<file path="src/rtl/core/glb_pkg.sv">
// Shared types and constants for the line blur block.
package glb_pkg;

	localparam int SAMPLE_W = 8;
	localparam int HALF_W   = 4;   // half width register, also bounds the position, pad and result counts
	localparam int TAP_W    = 5;   // tap counter, up to 2*15 taps
	localparam int ACC_W    = 21;  // 30 taps * 255 * 255
	localparam int TOT_W    = 13;  // 30 taps * 255
	localparam int WGT_W    = 128;
	localparam int CFG_IDX_W = 2;
	localparam int CFG_DATA_W = 64;

	localparam logic [CFG_IDX_W-1:0] REG_HALF_WIDTH   = 2'd0;
	localparam logic [CFG_IDX_W-1:0] REG_WEIGHTS_LOW  = 2'd1;
	localparam logic [CFG_IDX_W-1:0] REG_WEIGHTS_HIGH = 2'd2;

	localparam logic [HALF_W-1:0]     HALF_WIDTH_RST   = 4'd6;
	localparam logic [CFG_DATA_W-1:0] WEIGHTS_LOW_RST  = 64'd287063795161855;
	localparam logic [CFG_DATA_W-1:0] WEIGHTS_HIGH_RST = 64'd0;

	typedef struct packed {
		logic [SAMPLE_W-1:0] sample;
		logic                line_end;
	} in_beat_t;

	typedef struct packed {
		logic [SAMPLE_W-1:0] blurred;
		logic                last_of_line;
	} out_beat_t;

	// Classified sample handed from front to engine
	typedef struct packed {
		logic [SAMPLE_W-1:0] sample;
		logic                fill;   // first sample of a line: flood the window
		logic                last;   // line end: flush
		logic                emit;   // one result due (non-flush case)
		logic [HALF_W-1:0]   cnt;    // results due on a flush
		logic [HALF_W-1:0]   half;   // effective L
	} cmd_t;

	typedef enum logic [2:0] {
		ST_IDLE,
		ST_PAD,
		ST_MAC,
		ST_DRAIN,
		ST_DIV,
		ST_OUT
	} eng_state_t;

endpackage

</file>
<file path="src/rtl/core/glb_front.sv">
// Front end: accepts samples, tracks line position, issues commands.
module glb_front #(
	parameter int MAX_HALF_WIDTH = 15
) (
	input  logic                          clk,
	input  logic                          arst_n,
	input  logic [glb_pkg::HALF_W-1:0]    half_width,
	input  logic                          in_valid,
	output logic                          in_ready,
	input  glb_pkg::in_beat_t             in_data,
	output logic                          cmd_valid,
	input  logic                          cmd_ready,
	output glb_pkg::cmd_t                 cmd
);
	import glb_pkg::*;

	logic [HALF_W-1:0] pos_q;
	logic [HALF_W-1:0] l_eff;
	logic [HALF_W-1:0] pos_c;
	logic [HALF_W:0]   cnt_w;
	logic [HALF_W-1:0] cnt;
	logic              accept;

	// effective half width: 0 acts as 1, clamp to MAX_HALF_WIDTH
	always_comb begin
		l_eff = (half_width == '0) ? HALF_W'(1) : half_width;
		if ({1'b0, l_eff} > (HALF_W+1)'(MAX_HALF_WIDTH))
			l_eff = HALF_W'(MAX_HALF_WIDTH);
	end

	// position clamp and sample count
	always_comb begin
		pos_c = (pos_q > l_eff) ? l_eff : pos_q;
		cnt_w = {1'b0, pos_c} + (HALF_W+1)'(1);
		cnt   = (cnt_w > {1'b0, l_eff}) ? l_eff : cnt_w[HALF_W-1:0];
	end

	assign in_ready  = cmd_ready;
	assign cmd_valid = in_valid;
	assign accept    = in_valid & cmd_ready;

	always_comb begin
		cmd.sample = in_data.sample;
		cmd.fill   = (pos_c == '0);
		cmd.last   = in_data.line_end;
		cmd.emit   = (cnt == l_eff);
		cmd.cnt    = cnt;
		cmd.half   = l_eff;
	end

	always_ff @(posedge clk or negedge arst_n) begin
		if (!arst_n) begin
			pos_q <= '0;
		end else if (accept) begin
			pos_q <= in_data.line_end ? '0 : cnt;
		end
	end

endmodule

</file>
<file path="src/rtl/core/glb_cmd_fifo.sv">
// Two-entry command queue between front end and engine.
module glb_cmd_fifo (
	input  logic          clk,
	input  logic          arst_n,
	input  logic          wr_valid,
	output logic          wr_ready,
	input  glb_pkg::cmd_t wr_data,
	output logic          rd_valid,
	input  logic          rd_ready,
	output glb_pkg::cmd_t rd_data
);
	import glb_pkg::*;

	cmd_t       mem_q [2];
	logic       wptr_q;
	logic       rptr_q;
	logic [1:0] count_q;
	logic       push;
	logic       pop;

	assign wr_ready = (count_q != 2'd2);
	assign rd_valid = (count_q != 2'd0);
	assign rd_data  = mem_q[rptr_q];
	assign push     = wr_valid & wr_ready;
	assign pop      = rd_valid & rd_ready;

	always_ff @(posedge clk) begin
		if (push)
			mem_q[wptr_q] <= wr_data;
	end

	always_ff @(posedge clk or negedge arst_n) begin
		if (!arst_n) begin
			wptr_q  <= 1'b0;
			rptr_q  <= 1'b0;
			count_q <= '0;
		end else begin
			if (push)
				wptr_q <= ~wptr_q;
			if (pop)
				rptr_q <= ~rptr_q;
			count_q <= count_q + {1'b0, push} - {1'b0, pop};
		end
	end

endmodule

</file>
<file path="src/rtl/core/glb_engine.sv">
// Engine: sample window, multiply-accumulate over taps, serial divide.
module glb_engine #(
	parameter int MAX_HALF_WIDTH = 15
) (
	input  logic                          clk,
	input  logic                          arst_n,
	input  logic [glb_pkg::WGT_W-1:0]     weights,
	input  logic                          cmd_valid,
	output logic                          cmd_ready,
	input  glb_pkg::cmd_t                 cmd,
	output logic                          out_valid,
	input  logic                          out_ready,
	output glb_pkg::out_beat_t            out_data
);
	import glb_pkg::*;

	localparam int WIN_DEPTH = 2 * MAX_HALF_WIDTH + 2;
	localparam int IDX_W     = $clog2(WIN_DEPTH);

	eng_state_t         st_q, st_d;
	cmd_t               cmd_q;
	logic [SAMPLE_W-1:0] win_q [WIN_DEPTH];
	logic [HALF_W-1:0]  pad_q;
	logic [HALF_W-1:0]  rem_q;
	logic [TAP_W-1:0]   j_q;
	logic [2*SAMPLE_W-1:0] prod_s1;
	logic               pv_s1;
	logic [TOT_W-1:0]   tot_q;
	logic [ACC_W-1:0]   acc_q;
	logic [TOT_W-1:0]   r_q;
	logic [TAP_W-1:0]   bit_q;
	logic               oval_q;
	out_beat_t          out_q;

	logic [HALF_W-1:0]  pad_init;
	logic [TAP_W-1:0]   j1;
	logic [TAP_W-1:0]   d;
	logic [SAMPLE_W-1:0] w;
	logic [SAMPLE_W-1:0] tap;
	logic [TOT_W:0]     r_sh;
	logic               r_ge;
	logic               out_free;
	logic               pop;
	logic               do_shift;
	logic               mac_clr;

	assign pad_init = cmd.half - cmd.cnt;
	assign out_free = ~oval_q | out_ready;
	assign pop      = (st_q == ST_IDLE) & cmd_valid;

	// tap distance and weight
	always_comb begin
		j1  = j_q + TAP_W'(1);
		d   = (j1 > TAP_W'(cmd_q.half)) ? (j1 - TAP_W'(cmd_q.half))
		                               : (TAP_W'(cmd_q.half) - j1);
		w   = d[4] ? '0 : weights[{d[3:0], 3'b000} +: SAMPLE_W];
		tap = win_q[IDX_W'(j_q)];
	end

	// restoring divide step
	always_comb begin
		r_sh = {r_q, acc_q[ACC_W-1]};
		r_ge = (r_sh >= {1'b0, tot_q});
	end

	// next state
	always_comb begin
		st_d = st_q;
		unique case (st_q)
			ST_IDLE: begin
				if (cmd_valid) begin
					if (cmd.last)
						st_d = (pad_init != '0) ? ST_PAD : ST_MAC;
					else if (cmd.emit)
						st_d = ST_MAC;
				end
			end
			ST_PAD: begin
				if (pad_q == HALF_W'(1))
					st_d = ST_MAC;
			end
			ST_MAC: begin
				if (j_q == {cmd_q.half, 1'b0} - TAP_W'(1))
					st_d = ST_DRAIN;
			end
			ST_DRAIN: st_d = ST_DIV;
			ST_DIV: begin
				if (bit_q == TAP_W'(ACC_W - 1))
					st_d = ST_OUT;
			end
			ST_OUT: begin
				if (out_free)
					st_d = (rem_q == HALF_W'(1)) ? ST_IDLE : ST_MAC;
			end
			default: st_d = ST_IDLE;
		endcase
	end

	// control outputs
	always_comb begin
		cmd_ready = (st_q == ST_IDLE);
		do_shift  = (st_q == ST_PAD) ||
		            ((st_q == ST_OUT) && out_free && (rem_q != HALF_W'(1)));
		mac_clr   = (st_q != ST_MAC) && (st_d == ST_MAC);
	end

	always_ff @(posedge clk or negedge arst_n) begin
		if (!arst_n)
			st_q <= ST_IDLE;
		else
			st_q <= st_d;
	end

	// sample window: flood on line start, else shift newest into index 0
	always_ff @(posedge clk or negedge arst_n) begin
		if (!arst_n) begin
			for (int i = 0; i < WIN_DEPTH; i++)
				win_q[i] <= '0;
		end else if (pop && cmd.fill) begin
			for (int i = 0; i < WIN_DEPTH; i++)
				win_q[i] <= cmd.sample;
		end else if (pop || do_shift) begin
			for (int i = WIN_DEPTH - 1; i > 0; i--)
				win_q[i] <= win_q[i-1];
			win_q[0] <= pop ? cmd.sample : cmd_q.sample;
		end
	end

	// command, pad and result counters
	always_ff @(posedge clk) begin
		if (pop) begin
			cmd_q <= cmd;
			pad_q <= pad_init;
			rem_q <= cmd.last ? cmd.cnt : HALF_W'(1);
		end else begin
			if (st_q == ST_PAD)
				pad_q <= pad_q - HALF_W'(1);
			if (st_q == ST_OUT && out_free)
				rem_q <= rem_q - HALF_W'(1);
		end
	end

	// multiply-accumulate and divide datapath
	always_ff @(posedge clk or negedge arst_n) begin
		if (!arst_n) begin
			pv_s1 <= 1'b0;
		end else if (mac_clr) begin
			pv_s1 <= 1'b0;
		end else if (st_q == ST_MAC) begin
			pv_s1 <= 1'b1;
		end
	end

	always_ff @(posedge clk) begin
		if (mac_clr) begin
			j_q   <= '0;
			acc_q <= '0;
			tot_q <= '0;
		end else begin
			unique case (st_q)
				ST_MAC: begin
					prod_s1 <= w * tap;
					tot_q   <= tot_q + TOT_W'(w);
					j_q     <= j_q + TAP_W'(1);
					if (pv_s1)
						acc_q <= acc_q + ACC_W'(prod_s1);
				end
				ST_DRAIN: begin
					acc_q <= acc_q + ACC_W'(prod_s1);
					r_q   <= '0;
					bit_q <= '0;
				end
				ST_DIV: begin
					r_q   <= r_ge ? TOT_W'(r_sh - {1'b0, tot_q}) : r_sh[TOT_W-1:0];
					acc_q <= {acc_q[ACC_W-2:0], r_ge};
					bit_q <= bit_q + TAP_W'(1);
				end
				default: ;
			endcase
		end
	end

	// output register
	always_ff @(posedge clk or negedge arst_n) begin
		if (!arst_n) begin
			oval_q <= 1'b0;
		end else if (st_q == ST_OUT && out_free) begin
			oval_q <= 1'b1;
		end else if (out_ready) begin
			oval_q <= 1'b0;
		end
	end

	always_ff @(posedge clk) begin
		if (st_q == ST_OUT && out_free) begin
			out_q.blurred      <= (tot_q == '0) ? '0 : acc_q[SAMPLE_W-1:0];
			out_q.last_of_line <= cmd_q.last && (rem_q == HALF_W'(1));
		end
	end

	assign out_valid = oval_q;
	assign out_data  = out_q;

endmodule

</file>
<file path="src/rtl/core/gaussian_line_blur.sv">
// L is the half width. Each result is worked out in turn by the single shared
// multiplier walking 2L taps and the one-bit-per-cycle 21-step divider; the engine
// takes no new command until it has issued every result of the last one. A line-end
// flush shifts the window L-n times before its n results. Input is taken while the
// two-entry command queue has room.
// Async active-low reset clears window, position and registers to their defaults (L=6).
module gaussian_line_blur #(
	parameter int MAX_HALF_WIDTH = 15
) (
	input  logic                             clk,
	input  logic                             arst_n,
	input  logic                             cfg_we,
	input  logic [glb_pkg::CFG_IDX_W-1:0]    cfg_index,
	input  logic [glb_pkg::CFG_DATA_W-1:0]   cfg_wdata,
	input  logic                             in_valid,
	output logic                             in_ready,
	input  glb_pkg::in_beat_t                in_data,
	output logic                             out_valid,
	input  logic                             out_ready,
	output glb_pkg::out_beat_t               out_data
);
	import glb_pkg::*;

	logic [HALF_W-1:0]     half_width_q;
	logic [CFG_DATA_W-1:0] weights_low_q;
	logic [CFG_DATA_W-1:0] weights_high_q;

	logic f_valid, f_ready, e_valid, e_ready;
	cmd_t f_cmd, e_cmd;

	// configuration registers
	always_ff @(posedge clk or negedge arst_n) begin
		if (!arst_n) begin
			half_width_q   <= HALF_WIDTH_RST;
			weights_low_q  <= WEIGHTS_LOW_RST;
			weights_high_q <= WEIGHTS_HIGH_RST;
		end else if (cfg_we) begin
			unique case (cfg_index)
				REG_HALF_WIDTH:   half_width_q   <= cfg_wdata[HALF_W-1:0];
				REG_WEIGHTS_LOW:  weights_low_q  <= cfg_wdata;
				REG_WEIGHTS_HIGH: weights_high_q <= cfg_wdata;
				default: ;
			endcase
		end
	end

	glb_front #(.MAX_HALF_WIDTH(MAX_HALF_WIDTH)) u_front (
		.clk       (clk),
		.arst_n    (arst_n),
		.half_width(half_width_q),
		.in_valid  (in_valid),
		.in_ready  (in_ready),
		.in_data   (in_data),
		.cmd_valid (f_valid),
		.cmd_ready (f_ready),
		.cmd       (f_cmd)
	);

	glb_cmd_fifo u_fifo (
		.clk     (clk),
		.arst_n  (arst_n),
		.wr_valid(f_valid),
		.wr_ready(f_ready),
		.wr_data (f_cmd),
		.rd_valid(e_valid),
		.rd_ready(e_ready),
		.rd_data (e_cmd)
	);

	glb_engine #(.MAX_HALF_WIDTH(MAX_HALF_WIDTH)) u_engine (
		.clk      (clk),
		.arst_n   (arst_n),
		.weights  ({weights_high_q, weights_low_q}),
		.cmd_valid(e_valid),
		.cmd_ready(e_ready),
		.cmd      (e_cmd),
		.out_valid(out_valid),
		.out_ready(out_ready),
		.out_data (out_data)
	);

endmodule
</file>
<file path="config.mk">
export PLATFORM = sky130hd
export DESIGN_NAME = gaussian_line_blur
export DESIGN_NICKNAME = d
export VERILOG_FILES = /design/src/rtl/core/glb_pkg.sv /design/src/rtl/core/glb_front.sv /design/src/rtl/core/glb_cmd_fifo.sv /design/src/rtl/core/glb_engine.sv /design/src/rtl/core/gaussian_line_blur.sv
export SDC_FILE = /design/constraint.sdc
export NUM_CORES = 1
export LEC_CHECK = 0
export BUFFER_PORTS_ARGS = -buffer_cell sky130_fd_sc_hd__clkbuf_2
export CAP_MARGIN = 20
export CORE_ASPECT_RATIO = 1.1
export CORE_MARGIN = 2
export CORE_UTILIZATION = 40
export DETAILED_ROUTE_END_ITERATION = 12
export PLACE_DENSITY = 0.62
export SYNTH_ARGS = -nofsm -noshare
export SYNTH_HDL_FRONTEND = slang
export SYNTH_SLANG_ARGS = --single-unit
</file>
<file path="constraint.sdc">
create_clock -name clk -period 14.75 [get_ports clk]
set_input_delay 2.2125 -clock clk [delete_from_list [all_inputs] [get_ports clk]]
set_output_delay 2.2125 -clock clk [all_outputs]
set_load 0.01 [all_outputs]
</file>
==> metrics <==
Core Region=~72000 sq um; fmax=approximately 110 MHz; Num Clock Sinks=542; routed wire length per instance=~18 um; post-synth top area cell=dfrtp_1; fin crit period=8.86 ns; DP Area=approximately 30000 sq um; Post-Syn Nets=around 2900; share of cells above drive strength 1=0.197; post-route cell area=about 32000 sq um; crit share post-route=0.601; TritonRoute pass-1 iters=5; clock root buffer=clkbuf_16; 1st-iter DRT viols=between 1000 and 1500; Netlist cell types=between 70 and 80; FF+latch count, synth=about 540; Critical Path End Type=register; clock latency on the worst-skew pair=roughly 0.63 ns; Die Width=around 260 um; Final nets=2918; worst reg2reg setup slack=approximately 5.9 ns; prevailing post-synth register cell=dfrtp_1; register area share after synthesis=0.478; DP Worst Slack=a little under 6 ns; Via Count=around 20000; Final Wtd Congestion=0.834; TNS Setup=0 ns; Worst-Margin Slew=1.33 ns; Mapped Area=29100 sq um; synth warn=0; max cap viols=0; Post-synth ARST share=0.740; Routed Wire Length=66800 um; Worst Setup SP=u_engine.j_q[2]; H-tree depth=2; max-slew headroom at the worst pin=0.111; first-pass GRT wire length=~110000 um; # IOs=between 90 and 100; Finish-stage setup viols=0; initial antenna violation count=5; Clock transition at path regs=0.06 ns; die area=approximately 75000 sq um; status=finished, final reports clean; Post-CTS Setup Repair Bufs=0; Die Y=287 um; Post-synth EDFFs=approximately 100; HPWL Detailed=around 44000 um; overflow left after global routing=0; CP startpoint kind=register; Area Growth Syn to Fin=10.8%; Starting Density=0.405; CTS Buffer Depth=3; fin worst setup slack=5.89 ns; Syn Inst Count=2687; global-route usage over all layers=0.182; RR Startpoint=u_engine.j_q[2]; largest net degree at the start of global routing=371; antenna-violating nets left=0; CP max FO=18; post-cts resize count=0; total CTS buffers=between 50 and 60; Syn Area/Cell=about 11 sq um; drt drc=0; worst r2r dst=u_engine.prod_s1[15]; top cell type's share of synthesized area=0.319; TritonCTS clock tree=done; CP arrival=between 9 and 10 ns; Area contributors post-synth=dfrtp_1 (32%), edfxtp_1 (11%), o21ai_0 (9.5%); Final Hold Viols=0; hold_buf cts=0; Register-to-Register Path Depth=27; routed vias/inst=5.44; row count=between 100 and 150; Slew Limit Fails=0; vias in the first global route=a little over 20000; clk_skew=approximately 0.013 ns; crit path capture=u_engine.prod_s1[15]; port bufs=90; Crit Path Class=reg -> reg; Worst EP required=15.13 ns; worst hold path class=reg -> reg; RSZ-0062 raised after global routing=false
## metal layers
metal  global-route usage  vias up  wire, um
li1                     -     9547         -
met1                0.241    10000     29900
met2                0.303      336     32200
met3               0.0323      118      2840
met4               0.0553        8      1790
met5                    0        -        59
## stage by stage
stage | utilization | std cells | hold WS (ns)
floorplan | - | 2687 | 0.445
global placement | 0.422 | 3575 | 0.459
detailed placement | 0.422 | 3576 | 0.469
CTS | 0.448 | 3681 | 0.482
global route | 0.449 | 3683 | 0.519
finish | 0.449 | 3684 | 0.476
## worst min path at each step
stage / end / slack (ns) / from / depth (start not counted)
after floorplan: u_engine.win_q[0] / 0.44 / u_engine.win_q[0] / 2
after global placement: u_engine.win_q[7] / 0.46 / u_engine.win_q[7] / 2
after detailed placement: u_engine.win_q[1] / 0.47 / u_engine.win_q[1] / 2
after CTS: u_engine.win_q[1] / 0.48 / u_engine.win_q[1] / 2
after global routing: weights_high_q[10] / 0.52 / weights_high_q[10] / 1
final: u_engine.win_q[1] / 0.48 / u_engine.win_q[1] / 2
## critical path, stage by stage, from the launching register on
cell and delay [ns]:
dfxtp_1 0.72, buf_4 0.40, xor2_1 0.25, ha_1 0.37, o21a_1 0.24, o31a_1 0.14
o21ai_4 0.26, a31oi_2 0.19, xnor2_4 0.66, and3b_1 0.29, o41ai_4 0.90, or2_2 0.25
fa_1 0.44, fa_1 0.56, inv_1 0.06, fa_1 0.53, inv_1 0.06, fa_1 0.53
inv_1 0.04, ha_1 0.32, a21o_1 0.17, a21o_1 0.19, a21o_1 0.17, a21o_1 0.19
a21o_1 0.17, a21oi_1 0.21, o21ai_0 0.15, xnor2_1 0.14
## cells in the final DEF (no fill, tap or decap), types with 28 or more instances in the layout
master | Yosys | final
mux4_2 | 112 | 112
dfrtp_1 | 371 | 371
nor2_1 | 121 | 119
nand2_1 | 336 | 336
mux2_2 | 144 | 144
ha_1 | 105 | 104
inv_1 | 127 | 127
xnor2_1 | 40 | 40
a21oi_1 | 56 | 55
mux2i_1 | 51 | 51
dfxtp_1 | 39 | 37
fa_1 | 41 | 41
dfstp_2 | 30 | 30
clkbuf_16 | 0 | 58
edfxtp_1 | 102 | 102
o21ai_0 | 553 | 553
clkbuf_2 | 0 | 89
buf_4 | 2 | 28
## area by class of cell
type | count | area (sq um)
multi-input cells | 1839 | 14100
diodes | 1 | 2.50
fillers | 6592 | 39600
clock buffers | 85 | 1650
clock inverters | 20 | 195
well taps | 945 | 1180
inverters | 129 | 484
flip-flops and latches | 542 | 13900
repair buffers | 123 | 773
## flip-flops by register name, summed over array words and instances, names as in the netlist
signal              flops
u_engine.win_q        256
u_engine.cmd_q         13
u_engine.prod_s1       16
u_fifo.mem_q           38
u_front.pos_q           4
u_engine.j_q            5
u_fifo.wptr_q           1
weights_low_q          64
u_fifo.rptr_q           1
u_fifo.count_q          2
u_engine.pad_q          4
u_engine.out_data       9
u_engine.rem_q          4
u_engine.r_q           13
u_engine.acc_q         21
u_engine.tot_q         13
u_engine.bit_q          5
weights_high_q         64
u_engine.st_q           3
u_engine.out_valid      1
half_width_q            4
u_engine.pv_s1          1
## synthesized netlist by cell type, types with 4 or more instances
cell type	n
o21ai_0	553
dfrtp_1	371
nand2_1	336
clkbuf_1	150
mux2_2	144
inv_1	127
nor2_1	121
mux4_2	112
ha_1	105
edfxtp_1	102
a21oi_1	56
mux2i_1	51
fa_1	41
xnor2_1	40
dfxtp_1	39
dfstp_2	30
xor2_1	27
a21o_1	23
or2_2	20
nor3_1	19
nor2b_1	17
o211ai_1	15
buf_1	14
and3_1	13
nand3_1	13
buf_2	10
a211oi_1	9
and2_1	9
nand2b_1	9
nand4_1	9
o21a_1	8
a22oi_1	6
a21boi_0	5
nand3b_1	5
o22ai_1	5
a22o_1	4
o31ai_1	4
or4_1	4
## cell families after synthesis
kind of cell / Yosys count / synth area share
multiplexers: 307 / 0.160
flip-flops: 542 / 0.478
AND/OR/NAND/NOR: 592 / 0.0882
XOR/XNOR: 69 / 0.0217
buffers and inverters: 306 / 0.0404
AO/OA/AOI/OAI: 725 / 0.139
adder cells (fa/ha/maj): 146 / 0.0733
Power is not shown: default switching activity piles up to over one toggle a cycle in this logic, so the estimate is an artifact.
